## src/rtl/srsw_pkg.sv

```systemverilog
// ----------------------------------------------------------------------------
// srsw_pkg
// Shared types and constants for the selective-repeat sender window.
// ----------------------------------------------------------------------------
`default_nettype none

package srsw_pkg;

  localparam int WINDOW       = 8;
  localparam int PACKET_BYTES = 1024;
  localparam int SLOT_W       = (WINDOW > 1) ? $clog2(WINDOW) : 1;
  localparam int PKT_W        = 16;
  localparam int OFF_W        = 32;

  typedef enum logic [1:0] {
    ST_UNSENT = 2'd0,
    ST_SENT   = 2'd1,
    ST_ACKED  = 2'd2
  } status_t;

  typedef enum logic [1:0] {
    OP_SEND    = 2'd0,
    OP_ACK     = 2'd1,
    OP_TIMEOUT = 2'd2,
    OP_NONE    = 2'd3
  } opcode_t;

  typedef struct packed {
    logic shift;
    logic wr;
  } cell_ctl_t;

  typedef struct packed {
    logic              shift;
    status_t           tail;
    logic [WINDOW-1:0] wr;
  } row_ctl_t;

endpackage

`default_nettype wire

```

## src/rtl/srsw_cell.sv

```systemverilog
// ----------------------------------------------------------------------------
// srsw_cell
// One window slot: holds its status, is marked acked on a write, else takes its neighbor's on a shift.
// ----------------------------------------------------------------------------
`default_nettype none

module srsw_cell (
  input  wire logic               clk,
  input  wire logic               rst_n,
  input  wire srsw_pkg::cell_ctl_t ctl,
  input  wire srsw_pkg::status_t  nb_in,
  output srsw_pkg::status_t       st
);
  import srsw_pkg::*;

  status_t st_r;

  always_ff @(posedge clk) begin
    if (!rst_n) begin
      st_r <= ST_UNSENT;
    end else if (ctl.wr) begin
      st_r <= ST_ACKED;
    end else if (ctl.shift) begin
      st_r <= nb_in;
    end
  end

  assign st = st_r;

endmodule

`default_nettype wire

```

## src/rtl/srsw_row.sv

```systemverilog
// ----------------------------------------------------------------------------
// srsw_row
// Chain of slot cells; slot 0 is the head, the tail is fed from outside.
// ----------------------------------------------------------------------------
`default_nettype none

module srsw_row (
  input  wire logic                                       clk,
  input  wire logic                                       rst_n,
  input  wire srsw_pkg::row_ctl_t                         ctl,
  output srsw_pkg::status_t [srsw_pkg::WINDOW-1:0]        st
);
  import srsw_pkg::*;

  for (genvar i = 0; i < WINDOW; i++) begin : g_cell
    cell_ctl_t cctl;
    status_t   nb;

    assign cctl.shift = ctl.shift;
    assign cctl.wr    = ctl.wr[i];

    if (i == WINDOW - 1) begin : g_tail
      assign nb = ctl.tail;
    end else begin : g_mid
      assign nb = st[i+1];
    end

    srsw_cell u_cell (
      .clk   (clk),
      .rst_n (rst_n),
      .ctl   (cctl),
      .nb_in (nb),
      .st    (st[i])
    );
  end

endmodule

`default_nettype wire

```

## src/rtl/selective_repeat_sender_window.sv

```systemverilog
// ----------------------------------------------------------------------------
// selective_repeat_sender_window
// Sender window of a selective-repeat transfer: send, ack and timeout events.
// ----------------------------------------------------------------------------
// A transaction is taken when start is high and busy is low. A send or
// timeout event walks the slot chain once, one slot per cycle, and then
// flushes its last command; it gives one result per command or a single
// empty result. An ack goes straight to its report, or first slides the
// window past the leading acked slots when the window slides. Unused
// opcodes go straight to the report. The closing result shows in the
// first cycle that busy is low, when the next transaction can already be
// taken. Results come out at most one per cycle on out_valid and cannot
// be held off.
// ----------------------------------------------------------------------------
`default_nettype none

module selective_repeat_sender_window (
  input  wire logic        clk,
  input  wire logic        rst_n,
  input  wire logic        start,
  output logic             busy,
  input  wire logic [1:0]  in_opcode,
  input  wire logic [15:0] in_ack_packet,
  input  wire logic        cfg_we,
  input  wire logic [15:0] cfg_wdata,
  output logic             out_valid,
  output logic             out_send_valid,
  output logic [15:0]      out_packet_index,
  output logic [31:0]      out_byte_offset,
  output logic             out_relay_sel,
  output logic             out_final_packet,
  output logic             out_retransmit,
  output logic             out_ack_rejected,
  output logic             out_transfer_done,
  output logic             out_run_last
);
  import srsw_pkg::*;

  typedef enum logic [4:0] {
    S_IDLE   = 5'b00001,
    S_SCAN   = 5'b00010,
    S_FLUSH  = 5'b00100,
    S_SLIDE  = 5'b01000,
    S_REPORT = 5'b10000
  } fsm_t;

  fsm_t state_r, state_nxt;

  logic [SLOT_W-1:0] s_r, s_nxt;
  logic              retx_r, retx_nxt;
  logic [PKT_W-1:0]  base_r, base_nxt;
  logic [PKT_W-1:0]  num_r;
  logic              pend_vld_r, pend_vld_nxt;
  logic [PKT_W-1:0]  pend_pkt_r, pend_pkt_nxt;
  logic              pend_retx_r, pend_retx_nxt;
  logic              done_r, done_nxt;
  logic              rej_r, rej_nxt;

  logic              out_valid_r, out_valid_nxt;
  logic              out_send_r, out_send_nxt;
  logic [PKT_W-1:0]  out_pkt_r, out_pkt_nxt;
  logic [OFF_W-1:0]  out_off_r, out_off_nxt;
  logic              out_odd_r, out_odd_nxt;
  logic              out_fin_r, out_fin_nxt;
  logic              out_retx_r, out_retx_nxt;
  logic              out_rej_r, out_rej_nxt;
  logic              out_done_r, out_done_nxt;
  logic              out_last_r, out_last_nxt;

  status_t [WINDOW-1:0] st;
  row_ctl_t             row_ctl;

  logic [WINDOW-1:0] in_rng;
  logic [WINDOW-1:0] acked;
  logic              near_end;
  logic              done_now;
  logic              hit;
  logic [PKT_W-1:0]  diff;
  logic              ack_rej;
  logic              ack_slide;

  srsw_row u_row (
    .clk   (clk),
    .rst_n (rst_n),
    .ctl   (row_ctl),
    .st    (st)
  );

  always_comb begin
    for (int i = 0; i < WINDOW; i++) begin
      in_rng[i] = ({1'b0, base_r} + 17'(i)) < {1'b0, num_r};
      acked[i]  = (st[i] == ST_ACKED);
    end
  end

  assign near_end = ({1'b0, base_r} + 17'(WINDOW)) >= {1'b0, num_r};
  assign done_now = near_end && (&(~in_rng | acked));

  assign hit = in_rng[s_r] && (retx_r ? (st[0] == ST_SENT) : (st[0] == ST_UNSENT));

  assign diff    = in_ack_packet - base_r;
  assign ack_rej = (in_ack_packet < base_r) || (diff >= PKT_W'(WINDOW)) ||
                   (in_ack_packet >= num_r);
  assign ack_slide = !ack_rej && (in_ack_packet == base_r) &&
                     (({1'b0, in_ack_packet} + 17'(WINDOW)) < {1'b0, num_r});

  always_comb begin
    state_nxt     = state_r;
    s_nxt         = s_r;
    retx_nxt      = retx_r;
    base_nxt      = base_r;
    pend_vld_nxt  = pend_vld_r;
    pend_pkt_nxt  = pend_pkt_r;
    pend_retx_nxt = pend_retx_r;
    done_nxt      = done_r;
    rej_nxt       = rej_r;
    row_ctl.shift = 1'b0;
    row_ctl.tail  = ST_UNSENT;
    row_ctl.wr    = '0;

    out_valid_nxt = 1'b0;
    out_send_nxt  = 1'b0;
    out_pkt_nxt   = '0;
    out_off_nxt   = '0;
    out_odd_nxt   = 1'b0;
    out_fin_nxt   = 1'b0;
    out_retx_nxt  = 1'b0;
    out_rej_nxt   = 1'b0;
    out_done_nxt  = done_r;
    out_last_nxt  = 1'b0;

    unique case (state_r)
      S_IDLE: begin
        if (start) begin
          rej_nxt = 1'b0;
          unique case (in_opcode) inside
            OP_SEND, OP_TIMEOUT: begin
              s_nxt        = '0;
              retx_nxt     = (in_opcode == OP_TIMEOUT);
              pend_vld_nxt = 1'b0;
              done_nxt     = done_now;
              state_nxt    = S_SCAN;
            end
            OP_ACK: begin
              rej_nxt = ack_rej;
              if (!ack_rej) begin
                row_ctl.wr = WINDOW'(1) << diff[SLOT_W-1:0];
              end
              state_nxt = ack_slide ? S_SLIDE : S_REPORT;
            end
            default: begin
              state_nxt = S_REPORT;
            end
          endcase
        end
      end
      S_SCAN: begin
        row_ctl.shift = 1'b1;
        row_ctl.tail  = (hit && !retx_r) ? ST_SENT : st[0];
        if (hit) begin
          if (pend_vld_r) begin
            out_valid_nxt = 1'b1;
            out_send_nxt  = 1'b1;
            out_pkt_nxt   = pend_pkt_r;
            out_off_nxt   = OFF_W'(pend_pkt_r) * OFF_W'(PACKET_BYTES);
            out_odd_nxt   = pend_pkt_r[0];
            out_fin_nxt   = ({1'b0, pend_pkt_r} + 17'd1) == {1'b0, num_r};
            out_retx_nxt  = pend_retx_r;
          end
          pend_vld_nxt  = 1'b1;
          pend_pkt_nxt  = base_r + PKT_W'(s_r);
          pend_retx_nxt = retx_r;
        end
        if (s_r == SLOT_W'(WINDOW - 1)) begin
          state_nxt = S_FLUSH;
        end else begin
          s_nxt = s_r + SLOT_W'(1);
        end
      end
      S_FLUSH: begin
        out_valid_nxt = 1'b1;
        out_last_nxt  = 1'b1;
        if (pend_vld_r) begin
          out_send_nxt = 1'b1;
          out_pkt_nxt  = pend_pkt_r;
          out_off_nxt  = OFF_W'(pend_pkt_r) * OFF_W'(PACKET_BYTES);
          out_odd_nxt  = pend_pkt_r[0];
          out_fin_nxt  = ({1'b0, pend_pkt_r} + 17'd1) == {1'b0, num_r};
          out_retx_nxt = pend_retx_r;
        end
        state_nxt = S_IDLE;
      end
      S_SLIDE: begin
        if (st[0] == ST_ACKED) begin
          row_ctl.shift = 1'b1;
          row_ctl.tail  = ST_UNSENT;
          base_nxt      = base_r + PKT_W'(1);
        end else begin
          state_nxt = S_REPORT;
        end
      end
      S_REPORT: begin
        out_valid_nxt = 1'b1;
        out_last_nxt  = 1'b1;
        out_rej_nxt   = rej_r;
        out_done_nxt  = done_now;
        state_nxt     = S_IDLE;
      end
      default: begin
        state_nxt = S_IDLE;
      end
    endcase
  end

  always_ff @(posedge clk) begin
    if (!rst_n) begin
      state_r     <= S_IDLE;
      base_r      <= '0;
      num_r       <= PKT_W'(1);
      pend_vld_r  <= 1'b0;
      out_valid_r <= 1'b0;
    end else begin
      state_r     <= state_nxt;
      base_r      <= base_nxt;
      pend_vld_r  <= pend_vld_nxt;
      out_valid_r <= out_valid_nxt;
      if (cfg_we) begin
        num_r <= cfg_wdata;
      end
    end
  end

  always_ff @(posedge clk) begin
    s_r         <= s_nxt;
    retx_r      <= retx_nxt;
    pend_pkt_r  <= pend_pkt_nxt;
    pend_retx_r <= pend_retx_nxt;
    done_r      <= done_nxt;
    rej_r       <= rej_nxt;
    out_send_r  <= out_send_nxt;
    out_pkt_r   <= out_pkt_nxt;
    out_off_r   <= out_off_nxt;
    out_odd_r   <= out_odd_nxt;
    out_fin_r   <= out_fin_nxt;
    out_retx_r  <= out_retx_nxt;
    out_rej_r   <= out_rej_nxt;
    out_done_r  <= out_done_nxt;
    out_last_r  <= out_last_nxt;
  end

  assign busy              = (state_r != S_IDLE);
  assign out_valid         = out_valid_r;
  assign out_send_valid    = out_send_r;
  assign out_packet_index  = out_pkt_r;
  assign out_byte_offset   = out_off_r;
  assign out_relay_sel     = out_odd_r;
  assign out_final_packet  = out_fin_r;
  assign out_retransmit    = out_retx_r;
  assign out_ack_rejected  = out_rej_r;
  assign out_transfer_done = out_done_r;
  assign out_run_last      = out_last_r;

`ifndef SYNTH
  a_start_busy: assert property (@(posedge clk) disable iff (!rst_n)
    start && !busy |=> busy)
    else $error("accepted transaction did not raise busy");

  a_end_result: assert property (@(posedge clk) disable iff (!rst_n)
    $fell(busy) |-> out_valid && out_run_last)
    else $error("transaction ended without a closing result");

  a_last_idle: assert property (@(posedge clk) disable iff (!rst_n)
    out_valid && out_run_last |-> !busy)
    else $error("closing result while still busy");

  a_rej_cmd: assert property (@(posedge clk) disable iff (!rst_n)
    out_valid && out_ack_rejected |-> !out_send_valid && out_run_last)
    else $error("rejected ack paired with a transmit command");
`endif

endmodule

`default_nettype wire

```

## config.mk

```make
export PLATFORM = sky130hd
export DESIGN_NAME = selective_repeat_sender_window
export DESIGN_NICKNAME = d
export VERILOG_FILES = /design/src/rtl/srsw_pkg.sv /design/src/rtl/srsw_cell.sv /design/src/rtl/srsw_row.sv /design/src/rtl/selective_repeat_sender_window.sv
export SDC_FILE = /design/constraint.sdc
export NUM_CORES = 1
export LEC_CHECK = 0
export BUFFER_PORTS_ARGS = -buffer_cell sky130_fd_sc_hd__buf_2
export CAP_MARGIN = 20
export CORE_ASPECT_RATIO = 0.6
export CORE_MARGIN = 8
export CORE_UTILIZATION = 34
export CTS_BUF_LIST = sky130_fd_sc_hd__clkbuf_16
export DETAILED_ROUTE_END_ITERATION = 16
export PLACE_DENSITY = 0.51
export SYNTH_ARGS = -nofsm -noshare
export SYNTH_HDL_FRONTEND = slang
export SYNTH_SLANG_ARGS = --single-unit
```

## constraint.sdc

```tcl
create_clock -name clk -period 10.5 [get_ports clk]
set_clock_uncertainty 0.15 [all_clocks]
set_input_delay 0.525 -clock clk [delete_from_list [all_inputs] [get_ports clk]]
set_output_delay 0.525 -clock clk [all_outputs]
set_load 0.02 [all_outputs]
```

# [Word-level counts from Yosys, hierarchy flattened]
# Cells that the tools add are included.
[totals] reg_bits=133
[op_classes] add_sub_neg=14 magnitude_cmp=14 n_eq_ne=26 shift=1 muxes=61 bitwise_logic=3 reduce_logical=38
[ops] cell="$lt A17 B16 Y1" count=8
[ops] cell="$add A16 B3 Y17 const B" count=4
[ops] cell="$mux W26" count=2
[ops] cell="$pmux W26 S2" count=1
[ops] cell="$add A16 B1 Y17 const B" count=2
[ops] cell="$add A16 B2 Y17 const B" count=2
[ops] cell="$add A16 B4 Y17 const B" count=2
[ops] cell="$mux W2" count=17
[ops] cell="$lt A16 B16 Y1" count=2
[ops] cell="$mux W16" count=2
[ops] cell="$mux W8" count=4
[ops] cell="$pmux W16 S2" count=1
[ops] cell="$mux W5" count=4
[ops] cell="$reduce_or A2 Y1" count=10
[ops] cell="$eq A2 B2 Y1 const B" count=9
[ops] cell="$reduce_bool A2 Y1" count=9
[ops] cell="$eq A17 B16 Y1" count=1
[ops] cell="$ge A17 B16 Y1" count=1
[ops] cell="$add A16 B1 Y16 const B" count=1
[ops] cell="$add A16 B3 Y16" count=1
[ops] cell="$eq A16 B16 Y1" count=1
[ops] cell="$ge A16 B16 Y1" count=1
[ops] cell="$ge A16 B4 Y1 const B" count=1
[ops] cell="$sub A16 B16 Y16" count=1
[ops] cell="31 further kinds" count=70

# [Logic depth before layout (Yosys ltp)]
# Gate-level depths: netlist (run 1).
[depth] depth_word=11 mapped_depth=18 mapped_depth_nobuf=16

# [Cells and area by module]
# From an unflattened synthesis (run 1), not the netlist that was laid out.
[hier_totals] hier_cells=1358 area_unflattened_um2=11378.4
[by_module_without_submodules] module="selective_repeat_sender_window" n_inst=1 cells_each=1310 area_per_inst_um2=10767.8 seq_area_each_um2=1911.8
[by_module_without_submodules] module="srsw_cell" n_inst=8 cells_each=6 area_per_inst_um2=76.3 seq_area_each_um2=40.0

# [Worst setup path after synthesis (run 1)]
# OpenSTA, ideal clock, no wires.
[synth_timing] kind="reg-to-reg" startpoint="register base_r[8]" endpoint="register pend_pkt_r[0], enable pin" arrival_ps=3924 path_slack_ps=6051 stages_incl_launch_ff=16 n_path_buf=2 cell_sequence="dfxtp_1 > clkbuf_1 > nand2_1 > nor2_1 > nand3_1 > or2_2 > clkbuf_1 > nor2_1 > xnor2_1 > ha_1 > and3_1 > a211oi_1 > nor2_1 > or4_4 > nor4_4 > and3_1"
[synth_via] elab_chain_len=6 word_cells_on_any_way=19 classes_between="7 x add/sub; 8 x order compare; 2 x mux; 2 x reduce/logical"
[synth_lines] item="start, declared" line="selective_repeat_sender_window.sv:51" source="logic [PKT_W-1:0] base_r, base_nxt;"
[synth_lines] item="start signal, assigned" line="selective_repeat_sender_window.sv:224" source="base_r <= base_nxt;"
[synth_lines] item="$add A16 B1 Y17, or another cell as far along" line="selective_repeat_sender_window.sv:91" source="in_rng[i] = ({1'b0, base_r} + 17'(i)) < {1'b0, num_r};"
[synth_lines] item="$lt A17 B16 Y1" line="selective_repeat_sender_window.sv:91"
[synth_lines] item="$bmux W1 S3 *" line="selective_repeat_sender_window.sv:99" source="assign hit = in_rng[s_r] && (retx_r ? (st[0] == ST_SENT) : (st[0] == ST_UNSENT));"
[synth_lines] item="$mux W1 (implied by the code) *" line="selective_repeat_sender_window.sv:99"
[synth_lines] item="$logic_and A1 B1 Y1 *" line="selective_repeat_sender_window.sv:99"
[synth_lines] item="$reduce_and A2 Y1 (no source line) *"
[synth_lines] item="end signal, assigned" line="selective_repeat_sender_window.sv:236" source="pend_pkt_r <= pend_pkt_nxt;"
[synth_lines] item="end, declared" line="selective_repeat_sender_window.sv:54" source="logic [PKT_W-1:0] pend_pkt_r, pend_pkt_nxt;"
# Mark *: on every way between the ends. The rest lies on a longest branch, timed or not. The select of a mux whose other input is x is not followed.
# A chain may end at the register's enable or synchronous reset.

# [Worst setup path in the final report (run 1)]
[layout_timing] startpoint="register base_r[4]" endpoint="register pend_pkt_r[10], enable pin"
# The elaborated chain is that of the path after synthesis.

==> qor.json, run 1 <==
{
  "clock_path_buffers": 2,
  "detailedRoute.firstPassIterationCount": 5,
  "worstRegToRegCells": 13,
  "ioPinCount": 95,
  "crit_chain": "ha_1 > and3_1 > nand3_1 > or2_2 > nor2_1 > xnor2_1 > ha_1 > and3_1 > a211oi_1 > nor2_1 > or4_4 > nor4_4 > and3_1",
  "reg_to_reg_startpoint": "base_r[4]",
  "hold_viol_final": 0,
  "routed_wirelength_um": 39000,
  "detail_route.vias_per_cell": 5.56,
  "clkTransAtPathRegs_ns": 0.07,
  "start_util_pct": 34.5,
  "vias": 10127,
  "synth-edff-count": 23,
  "cp.arrival_ns": 6.12,
  "worst_slack_ns": 4.22,
  "synth.lib_cells_used.distinct": 76,
  "grt_antenna_before_repair": 0,
  "drt_iter0_drc": 883,
  "remaining_drc_errors": 0,
  "area_growth_syn_to_layout_pct": 7.62,
  "routabilityCongestion": 0.954,
  "placementRows": 51,
  "post-cts-setup-buffer-count": 0,
  "minimum_clock_period_ns": 6.28,
  "die_width_um": 250,
  "buffer_ports.inserted": 78,
  "top_delay_family_on_crit_path": "simple AND/OR/NAND/NOR gates",
  "path_max_fanout": 17,
  "post_route_standard_cell_area_excluding_fillers_mm2": 0.0120,
  "outcome": "completed",
  "gr-usage-met2_pct": 25.3,
  "setup_slack_placement_ns": 4.31,
  "cts-hold-fix-buffers": 0,
  "max_slew.worst_pin.slew_ns": 1.12,
  "yosysSeqAreaShare_pct": 20.0,
  "antenna_cells": 0,
  "setup_viol": 0,
  "cts.sinks": 100,
  "first_global_vias": 9377,
  "dp_hpwl_um": 31300,
  "path_type_of_the_worst_min_delay_path": "in -> reg",
  "largest_net_degree_at_the_start_of_global_routing": 44,
  "synth_top_area_share_pct": 21.6,
  "layout_worst_path_cycle_share_pct": 59.8,
  "critical_path_class": "reg -> reg",
  "place_area_mm2": 0.0117,
  "grt_setup_unrepaired": "no",
  "nets": 1627,
  "post_cts_resized": 0,
  "critical_path.most_common_cell": "sky130_fd_sc_hd__and3_1",
  "route.antenna.remaining_nets": 0,
  "die_height_um": 156,
  "synth.ff_latch_count": 100,
  "max_clock_freq_ghz": 0.159,
  "yosys.area.top_type": "sky130_fd_sc_hd__ha_1",
  "cts_tree": "yes",
  "library_cell_contributing_the_largest_single_delay_on_the_critical_path": "sky130_fd_sc_hd__dfxtp_1",
  "clockRootBuffer": "sky130_fd_sc_hd__clkbuf_16",
  "worstSetupPathDepth": 13,
  "final_core_util_pct": 37.1,
  "groute.layer.met3.usage_pct": 4.70,
  "grt_pass1_wl_um": 58900,
  "clock_latency_ns": 0.37,
  "groute.layer.met1.usage_pct": 31.4,
  "startpoint_type": "flip-flop",
  "full_die_area_mm2": 0.0391,
  "setup_total_negative_slack_ns": 0,
  "wire_per_inst_um": 21.4,
  "timing.critical_path.from": "base_r[4]",
  "grt.overflow.total": 0,
  "crit-reg2reg-capture": "pend_pkt_r[10]",
  "timing.max_slew.rel_slack_pct": 25.4,
  "top_usage_layer": "met1",
  "layout-drive-gt1-share_pct": 8.93,
  "timing.critical_path.buf_inv": 0,
  "worst_reg_to_reg_setup_slack_ns": 4.22,
  "ys.warnings.count": 0,
  "global_route.usage.total_pct": 19.5,
  "timing.critical_path.required_ns": 10.33,
  "critical_path.endpoint": "pend_pkt_r[10]",
  "syn_area_per_cell_um2": 8.17,
  "critPathMaxStageDelay_ns": 0.80,
  "netlist_area_mm2": 0.0112,
  "ir_worst_vdd_uv": 73.8,
  "num-fill-cells": 3427,
  "cap_viol_max_count": 0,
  "totalPowerFinal_uw": 982,
  "htreeDepth": 3,
  "cts_buffers": 9,
  "leakagePower_nw": 5.02,
  "synth_cells": 1368,
  "power.density_mw_per_mm2": 81.6,
  "ys.flop_type": "sky130_fd_sc_hd__dfxtp_1",
  "synth_async_sr_flop_share_pct": 0,
  "final_max_slew_viol_count": 0,
  "synthTopCellsByArea": "sky130_fd_sc_hd__ha_1, sky130_fd_sc_hd__dfxtp_1, sky130_fd_sc_hd__xnor2_1",
  "core_area_mm2": 0.0324,
  "cp-end-kind": "flip-flop"
}
==> worst register-to-register path, stage by stage (launching register included) <==
cell	delay (ns)
sky130_fd_sc_hd__dfxtp_1	0.80
sky130_fd_sc_hd__ha_1	0.55
sky130_fd_sc_hd__and3_1	0.42
sky130_fd_sc_hd__nand3_1	0.42
sky130_fd_sc_hd__or2_2	0.55
sky130_fd_sc_hd__nor2_1	0.18
sky130_fd_sc_hd__xnor2_1	0.14
sky130_fd_sc_hd__ha_1	0.26
sky130_fd_sc_hd__and3_1	0.20
sky130_fd_sc_hd__a211oi_1	0.57
sky130_fd_sc_hd__nor2_1	0.08
sky130_fd_sc_hd__or4_4	0.51
sky130_fd_sc_hd__nor4_4	0.36
sky130_fd_sc_hd__and3_1	0.71
==> layer usage <==
metal	routed length [um]	up-vias
met1	20900	4826
met2	14400	350
met3	3470	20
met5	0	-
li1	-	4931
met4	297	0
==> worst min path at each step <==
stage	startpoint	endpoint	cells after the start	slack [ns]
2_1_floorplan	rej_r	out_ack_rejected	2	0.29
3_3_place_gp	done_r	out_transfer_done	1	0.31
3_5_place_dp	done_r	out_transfer_done	1	0.32
4_1_cts	cfg_wdata[0]	num_r[0]	3	0.22
5_1_grt	cfg_wdata[0]	num_r[0]	3	0.24
6_report	cfg_wdata[0]	num_r[0]	3	0.24
==> registers in the layout, indices dropped and copies added (netlist names), 3 cells and up <==
register,count
base_r,16
num_r,16
pend_pkt_r,16
u_row.g_cell.u_cell.st,16
out_byte_offset,15
state_r,5
s_r,3
==> Yosys cell counts, drive strengths merged (10+ instances only) <==
cell type and n:
clkbuf 40, nand4 24, buf 42, xor2 16
o21ai 53, nand3 47, nor3 21, nor2 139
nor2b 15, inv 70, edfxtp 23, nand2b 16
a211oi 20, a21oi 78, o211ai 12, and3 46
a21o 24, dfxtp 77, ha 193, xnor2 148
mux2i 17, nor4 13, a31oi 10, nand2 87
o21a 12
==> layout by cell type, fill, tap and decap left out, types with 47 or more instances in the layout <==
master and instances:
sky130_fd_sc_hd__a21oi_1 78, sky130_fd_sc_hd__buf_2 78, sky130_fd_sc_hd__dfxtp_1 77, sky130_fd_sc_hd__ha_1 193, sky130_fd_sc_hd__inv_1 63, sky130_fd_sc_hd__nand2_1 87
sky130_fd_sc_hd__nand3_1 47, sky130_fd_sc_hd__nor2_1 139, sky130_fd_sc_hd__o21ai_0 53, sky130_fd_sc_hd__xnor2_1 148
==> area by class of cell <==
type | count | area, um2 | share of cell area (%)
Tap cell | 424 | 531 | 4.41
Timing Repair Buffer | 82 | 420 | 3.49
Inverter | 72 | 270 | 2.25
Multi-Input combinational cell | 1129 | 8290 | 68.9
Sequential cell | 100 | 2230 | 18.6
Clock inverter | 7 | 65.1 | 0.541
Clock buffer | 9 | 225 | 1.87
==> report_power, final <==
part / switching (mW) / internal (mW)
clock network: 0.159 / 0.184
registers: 0.0122 / 0.403
logic: 0.142 / 0.0820
==> per-stage QoR <==
step                      std cells  hold slack [ns]
after floorplan                1383            0.289
after global placement         1807            0.307
after detailed placement       1807            0.320
after CTS                      1823            0.215
after global routing           1823            0.239
final                          1823            0.244
==> logic make-up (layout without fill, tap and decap cells) <==
family	count (synthesis)	in the layout	share of synthesized area, %
other	1	16	0.0335
xor gates and xnor gates	164	164	12.8
adders and majority gates	195	195	22.0
buffers and inverters	154	170	6.40
DFF	100	100	20.0
AOI/OAI and AO/OA	276	276	16.3
and+or+nand+nor	455	455	20.3
muxes	23	23	2.13
Power figures use the tool's default switching activity.
==> inputs of run 2 (changes only) <==
- PLACE_DENSITY: 0.51 -> 0.53
- clock period: 10.5 -> 5.35 ns (I/O delays scaled with it)
==> run 2 against run 1 <==
- design area increased by 3.6%
- critical path depth increased by 3
- via count increased by 1.2%
- sequential power increased by 96%
- sequential share of layout area decreased by 0.65 points
- largest cell class unchanged
==> qor.json, run 2 (synthesis gave the netlist of run 1 again) <==
{
  "routed_wirelength": {"value": 40300, "unit": "um", "change": "+3.2%"},
  "grt_pass1_wl": {"value": 60500, "unit": "um", "change": "+2.7%"},
  "final_max_slew_viol_count": {"value": 0, "change": "unchanged"},
  "cp-end-kind": "flip-flop",
  "clockPowerShare": {"value": 33.8, "unit": "%", "change": "-1.1 points"},
  "detailedRoute.firstPassIterationCount": {"value": 7, "change": "+2"},
  "clkTransAtPathRegs": {"value": 0.09, "unit": "ns", "change": "+0.02 ns"},
  "layout-drive-gt1-share": {"value": 11.3, "unit": "%", "change": "+2.4 points"},
  "htreeDepth": {"value": 3, "change": "unchanged"},
  "worst_reg_to_reg_setup_slack": {"value": 0.13, "unit": "ns", "change": "-4.09 ns"},
  "global_route.usage.total": {"value": 20.0, "unit": "%", "change": "+0.54 points"},
  "largest_net_degree_at_the_start_of_global_routing": {"value": 44, "change": "unchanged"},
  "num-fill-cells": {"value": 3415, "change": "-0.35%"},
  "detail_route.vias_per_cell": {"value": 5.48, "change": "-1.4%"},
  "buffer_ports.inserted": {"value": 78, "change": "unchanged"},
  "first_global_vias": {"value": 9494, "change": "+1.2%"},
  "totalPowerFinal": {"value": 1.93, "unit": "mW", "change": "+96%"},
  "route.antenna.remaining_nets": {"value": 0, "change": "unchanged"},
  "nets": {"value": 1676, "change": "+3.0%"},
  "setup_total_negative_slack": {"value": 0, "unit": "ns", "change": "unchanged"},
  "remaining_drc_errors": {"value": 0, "change": "unchanged"},
  "total_area_of_multi_input_combinational_cells": {"value": 0.00831, "unit": "mm2", "change": "+0.23%"},
  "ioPinCount": {"value": 95, "change": "unchanged"},
  "cts_tree": "yes",
  "cts.sinks": {"value": 100, "change": "unchanged"},
  "power.switching_fraction": {"value": 33.2, "unit": "%", "change": "+1.4 points"},
  "final_cell_mix": "sky130_fd_sc_hd__ha_1, sky130_fd_sc_hd__xnor2_1, sky130_fd_sc_hd__nor2_1",
  "die_height": {"value": 156, "unit": "um", "change": "unchanged"},
  "cap_viol_max_count": {"value": 0, "change": "unchanged"},
  "critical_path_class": "reg -> reg",
  "grt_antenna_before_repair": {"value": 0, "change": "unchanged"},
  "final_common_cell": "sky130_fd_sc_hd__ha_1",
  "timing.critical_path.from": "base_r[2]",
  "internal_power": {"value": 1.29, "unit": "mW", "change": "+92%"},
  "antenna_cells": {"value": 0, "change": "unchanged"},
  "routabilityCongestion": {"value": 0.943, "change": "-1.2%"},
  "clock_path_buffers": {"value": 2, "change": "unchanged"},
  "minimum_clock_period": {"value": 5.22, "unit": "ns", "change": "-1.06 ns"},
  "startpoint_type": "flip-flop",
  "worst_hold_startpoint": "rst_n",
  "p_seq_share": {"value": 42.3, "unit": "%", "change": "about the same"},
  "wire_per_inst": {"value": 21.5, "unit": "um", "change": "+0.46%"},
  "path_max_fanout": {"value": 19, "change": "+2"},
  "power.density": {"value": 155, "unit": "mW/mm2", "change": "+89%"},
  "cts_buffers": {"value": 9, "change": "unchanged"},
  "clock_latency": {"value": 0.38, "unit": "ns", "change": "about the same"},
  "reg_to_reg_startpoint": "base_r[2]",
  "vias": {"value": 10250, "change": "+1.2%"},
  "cp.arrival": {"value": 5.37, "unit": "ns", "change": "-0.75 ns"},
  "max_slew.worst_pin.slew": {"value": 1.01, "unit": "ns", "change": "-0.111 ns"},
  "area_growth_syn_to_layout_pct": 11.5,
  "total_switching_power": {"value": 640, "unit": "uW", "change": "+100%"},
  "dp_hpwl": {"value": 31600, "unit": "um", "change": "+0.89%"},
  "path_type_of_the_worst_min_delay_path": "in -> reg",
  "die_width": {"value": 250, "unit": "um", "change": "unchanged"},
  "max_clock_freq": {"value": 0.192, "unit": "GHz", "change": "+20%"},
  "sequential_cell_area": {"value": 0.00223, "unit": "mm2", "change": "unchanged"},
  "drt_iter0_drc": {"value": 1030, "change": "+17%"},
  "start_util": {"value": 34.5, "unit": "%", "change": "unchanged"},
  "clockRootBuffer": "sky130_fd_sc_hd__clkbuf_16",
  "layout_worst_path_cycle_share": {"value": 97.6, "unit": "%", "change": "+38 points"},
  "ir_worst_vdd": {"value": 132, "unit": "uV", "change": "+78%"},
  "full_die_area": {"value": 0.0391, "unit": "mm2", "change": "unchanged"},
  "comb_power_share": {"value": 23.9, "unit": "%", "change": "+1.1 points"},
  "timing.max_slew.rel_slack": {"value": 32.8, "unit": "%", "change": "+7.4 points"},
  "hold_viol_final": {"value": 0, "change": "unchanged"},
  "outcome": "completed",
  "core_area": {"value": 0.0324, "unit": "mm2", "change": "unchanged"},
  "placementRows": {"value": 51, "change": "unchanged"},
  "post-cts-setup-buffer-count": {"value": 0, "change": "unchanged"},
  "leakagePower": {"value": 5.24, "unit": "nW", "change": "+4.4%"},
  "setup_viol": {"value": 0, "change": "unchanged"},
  "grt.overflow.total": {"value": 0, "change": "unchanged"},
  "timing.critical_path.required": {"value": 5.50, "unit": "ns", "change": "-4.83 ns"}
}
run 2: changes by cell type in the layout (fill, tap and decap cells not counted), sizes merged:
cell	delta
buf	+33
bufinv	-1
clkinv	+1
clkinvlp	+1
dlygate4sd3	+16
inv	-1
run 2: worst paths after layout:
kind,end,cells past startpoint
max,out_final_packet,16
min,num_r[0],2
max reg2reg,out_final_packet,16
min reg2reg,out_transfer_done,1
run 2: per-layer routing:
layer,up-vias,GRT usage (%),wire length [um]
met5,-,0,0
met4,0,2.79,380
met3,32,5.68,3690
met2,384,26.5,15100
met1,4817,31.4,21100
li1,5017,-,-
run 2: what timing repair did:
action                     CTS  global route
setup endpoints to repair   35            39
resized for setup            1             3
hold buffers                16             0
hold endpoints to repair    16             0
run 2: power by group through the flow:
stage               Combinational, mW  Sequential, mW  Clock, mW
floorplan                       0.306           0.824          0
global placement                0.433           0.832          0
detailed placement              0.437           0.833          0
CTS                             0.451           0.815      0.671
global route                    0.508           0.819      0.697
finish                          0.460           0.816      0.652
run 2: critical path, cell delays in order, from the launching register on:
cell and delay (ns):
sky130_fd_sc_hd__dfxtp_1 0.69, sky130_fd_sc_hd__inv_1 0.32, sky130_fd_sc_hd__buf_4 0.27, sky130_fd_sc_hd__ha_1 0.26, sky130_fd_sc_hd__a21oi_1 0.58, sky130_fd_sc_hd__nor2_1 0.14
sky130_fd_sc_hd__xnor2_1 0.23, sky130_fd_sc_hd__ha_1 0.26, sky130_fd_sc_hd__o21a_1 0.16, sky130_fd_sc_hd__o21ai_0 0.33, sky130_fd_sc_hd__a21oi_1 0.18, sky130_fd_sc_hd__o311ai_2 0.52
sky130_fd_sc_hd__o2bb2ai_1 0.20, sky130_fd_sc_hd__a311o_1 0.18, sky130_fd_sc_hd__buf_4 0.15, sky130_fd_sc_hd__a31o_4 0.27, sky130_fd_sc_hd__and4_1 0.22
run 2: through the flow:
stage	util, %	setup WS [ns]	hold slack [ns]	cell area, um2	cells
3_5_place_dp	37.0	-0.0179	0.327	12000	1840
4_1_cts	38.4	0.108	0.0361	12500	1872
3_3_place_gp	37.0	-0.00498	0.336	12000	1840
5_1_grt	38.5	-0.00929	0.0538	12500	1872
6_report	38.5	0.128	0.0472	12500	1872
2_1_floorplan	-	0.901	0.243	11200	1383
run 2: area by class of cell:
class | instances | share of cell area, %
sequential | 100 | 17.9
timing repair buffer | 131 | 6.74
clock buffer | 9 | 1.81
clock inverter | 7 | 0.502
tap | 424 | 4.25
inverter | 72 | 2.17
multi-input combinational | 1129 | 66.6
==> inputs of run 3 (changes only) <==
- CORE_UTILIZATION: 34 -> 50
- PLACE_DENSITY: 0.53 -> 0.72
==> run 3 against run 2 <==
- design area shrank 1.9%
- non-clock buffer count shrank 6
- cell count shrank 7.7%
- sequential power is essentially flat
- setup slack gained 0.036 ns
- die area shrank 30%
- hold slack lost 0.047 ns
- sequential cell count is the same
- fmax grew 0.70%
- global-route usage grew 7.1 points
- critical endpoint unchanged
- largest cell class unchanged
==> qor.json, run 3 (synthesis gave the netlist of run 1 again) <==
{
  "timing.critical_path.buf_inv": {"value": 2, "change": "-1"},
  "timing.max_slew.rel_slack": {"value": 37.3, "unit": "%", "change": "+4.5 points"},
  "grt_antenna_before_repair": {"value": 0, "change": "unchanged"},
  "clockRootBuffer": "sky130_fd_sc_hd__clkbuf_16",
  "final_cell_mix": "sky130_fd_sc_hd__ha_1, sky130_fd_sc_hd__xnor2_1, sky130_fd_sc_hd__nor2_1",
  "clock_latency": {"value": 0.37, "unit": "ns", "change": "about the same"},
  "power.density": {"value": 157, "unit": "mW/mm2", "change": "+1.4%"},
  "outcome": "completed",
  "cp-end-kind": "flip-flop",
  "layout-drive-gt1-share": {"value": 11.0, "unit": "%", "change": "-0.37 points"},
  "post-cts-setup-buffer-count": {"value": 0, "change": "unchanged"},
  "core_area": {"value": 0.0220, "unit": "mm2", "change": "-32%"},
  "ioPinCount": {"value": 95, "change": "unchanged"},
  "nets": {"value": 1670, "change": "-0.36%"},
  "timing.critical_path.from": "base_r[1]",
  "reg_to_reg_startpoint": "base_r[1]",
  "startpoint_type": "flip-flop",
  "cts_tree": "yes",
  "path_type_of_the_worst_min_delay_path": "in -> reg",
  "full_die_area": {"value": 0.0276, "unit": "mm2", "change": "-30%"},
  "ir_worst_vdd": {"value": 266, "unit": "uV", "change": "+100%"},
  "detailedRoute.firstPassIterationCount": {"value": 6, "change": "-1"},
  "max_clock_freq": {"value": 0.193, "unit": "GHz", "change": "+0.70%"},
  "grt_pass1_wl": {"value": 59400, "unit": "um", "change": "-1.8%"},
  "final_common_cell": "sky130_fd_sc_hd__ha_1",
  "area_growth_syn_to_layout_pct": 9.36,
  "post_cts_resized": {"value": 0, "change": "-1"},
  "detail_route.vias_per_cell": {"value": 6.16, "change": "+12%"},
  "grt.overflow.total": {"value": 0, "change": "unchanged"},
  "worstRegToRegCells": {"value": 15, "change": "-1"},
  "top_delay_family_on_crit_path": "compound AO/OA/AOI/OAI gates",
  "worstHoldPathCells": {"value": 3, "change": "+1"},
  "grt_setup_unrepaired": "no",
  "hold_viol_final": {"value": 0, "change": "unchanged"},
  "critical_path_class": "reg -> reg",
  "timing.critical_path.required": {"value": 5.50, "unit": "ns", "change": "about the same"},
  "die_height": {"value": 132, "unit": "um", "change": "-16%"},
  "total_area_of_multi_input_combinational_cells": {"value": 0.00829, "unit": "mm2", "change": "-0.23%"},
  "first_global_vias": {"value": 9954, "change": "+4.8%"},
  "htreeDepth": {"value": 3, "change": "unchanged"},
  "antenna_cells": {"value": 0, "change": "unchanged"},
  "worst_reg_to_reg_setup_slack": {"value": 0.16, "unit": "ns", "change": "+0.04 ns"},
  "dp_hpwl": {"value": 29800, "unit": "um", "change": "-5.6%"},
  "buffer_ports.inserted": {"value": 78, "change": "unchanged"},
  "cp.arrival": {"value": 5.34, "unit": "ns", "change": "-0.03 ns"},
  "wire_per_inst": {"value": 22.0, "unit": "um", "change": "+2.5%"},
  "start_util": {"value": 50.8, "unit": "%", "change": "+16 points"},
  "setup_viol": {"value": 0, "change": "unchanged"},
  "path_max_fanout": {"value": 19, "change": "unchanged"},
  "layout_worst_path_cycle_share": {"value": 96.9, "unit": "%", "change": "-0.68 points"},
  "routabilityCongestion": {"value": 1.05, "change": "+12%"},
  "clkTransAtPathRegs": {"value": 0.08, "unit": "ns", "change": "about the same"},
  "num-fill-cells": {"value": 2042, "change": "-40%"},
  "setup_total_negative_slack": {"value": 0, "unit": "ns", "change": "unchanged"},
  "die_width": {"value": 209, "unit": "um", "change": "-16%"},
  "route.antenna.remaining_nets": {"value": 0, "change": "unchanged"},
  "placementRows": {"value": 42, "change": "-18%"},
  "library_cell_contributing_the_largest_single_delay_on_the_critical_path": "sky130_fd_sc_hd__a21oi_1",
  "cts.sinks": {"value": 100, "change": "unchanged"},
  "max_slew.worst_pin.slew": {"value": 0.940, "unit": "ns", "change": "-0.0684 ns"},
  "drt_iter0_drc": {"value": 1327, "change": "+29%"},
  "minimum_clock_period": {"value": 5.19, "unit": "ns", "change": "-0.0362 ns"},
  "remaining_drc_errors": {"value": 0, "change": "unchanged"},
  "cts_buffers": {"value": 9, "change": "unchanged"},
  "largest_net_degree_at_the_start_of_global_routing": {"value": 44, "change": "unchanged"},
  "vias": {"value": 10640, "change": "+3.8%"},
  "routed_wirelength": {"value": 38100, "unit": "um", "change": "-5.3%"},
  "post_route_standard_cell_area_excluding_fillers": {"value": 0.0122, "unit": "mm2", "change": "-1.9%"},
  "critPathMaxStageDelay": {"value": 0.73, "unit": "ns", "change": "+0.04 ns"},
  "global_route.usage.total": {"value": 27.1, "unit": "%", "change": "+7.1 points"},
  "worst_hold_startpoint": "cfg_wdata[9]",
  "place_area": {"value": 0.0118, "unit": "mm2", "change": "-1.6%"},
  "clock_path_buffers": {"value": 2, "change": "unchanged"},
  "crit_chain": "inv_1 > ha_1 > a21oi_1 > nor2_1 > xnor2_1 > ha_1 > a21oi_1 > o21ai_0 > a211oi_1 > nor2_1 > or4_4 > nor4_4 > buf_4 > a31o_4 > and4_1",
  "cap_viol_max_count": {"value": 0, "change": "unchanged"},
  "leakagePower": {"value": 5.22, "unit": "nW", "change": "-0.34%"},
  "sequential_cell_area": {"value": 0.00223, "unit": "mm2", "change": "unchanged"},
  "worstSetupPathDepth": {"value": 15, "change": "-1"},
  "final_max_slew_viol_count": {"value": 0, "change": "unchanged"}
}
run 3: cell count changes in the layout (fill, tap and decap cells not counted), moves of 2 or more:
cell                            delta
sky130_fd_sc_hd__buf_4             -2
sky130_fd_sc_hd__clkinv_4          +2
sky130_fd_sc_hd__clkinvlp_4        -2
sky130_fd_sc_hd__dlygate4sd3_1     -4
run 3: cell type report:
type                       instances  area share [%]
timing repair buffer             125            6.43
tap                              286            2.93
sequential                       100            18.3
clock inverter                     7           0.542
multi-input combinational       1129            67.8
clock buffer                       9            1.84
inverter                          72            2.21
run 3: per-stage QoR:
step                      hold WS [ns]  power (mW)  std cells  worst slack [ns]  utilization (%)
final                         0.000115        1.92       1728             0.165             55.5
after global routing           0.00960        2.01       1728             0.114             55.5
after global placement           0.322        1.26       1700             0.656             53.7
after detailed placement         0.308        1.26       1700             0.492             53.7
after floorplan                  0.243        1.13       1383             0.901                -
after CTS                     0.000829        1.91       1728             0.460             55.5
run 3: worst paths after layout:
path,endpoint
setup / recovery,out_final_packet
hold / removal,num_r[9]
setup reg to reg,out_final_packet
hold reg to reg,out_ack_rejected
run 3: worst reg2reg max path, delay by kind of cell (launching register included):
family | cells | cell delay [ns]
xor gates and xnor gates | 1 | 0.17
buffers and inverters | 2 | 0.50
AOI/OAI and AO/OA | 5 | 2.02
and+or+nand+nor | 5 | 1.22
DFF | 1 | 0.59
adders and majority gates | 2 | 0.48
run 3: repair_timing:
action	in CTS	in global routing
endpoints found under the setup margin	0	0
hold buffers	12	0
endpoints found under the hold margin	12	0
run 3: routing by layer:
metal	global-route usage, %	wire, um	part of all wire [%]	vias to the layer above
met5	0	0	0	-
met4	3.86	369	0.97	0
met3	8.62	5040	13	45
met2	36.4	14600	38	583
met1	41.5	18100	47	4998
li1	-	-	-	5014
run 3: power by group:
part | internal [mW] | leakage [nW] | switching [mW] | total, mW
Sequential | 0.792 | 0.838 | 0.0240 | 0.816
Combinational | 0.171 | 4.24 | 0.286 | 0.457
Clock | 0.325 | 0.146 | 0.320 | 0.644
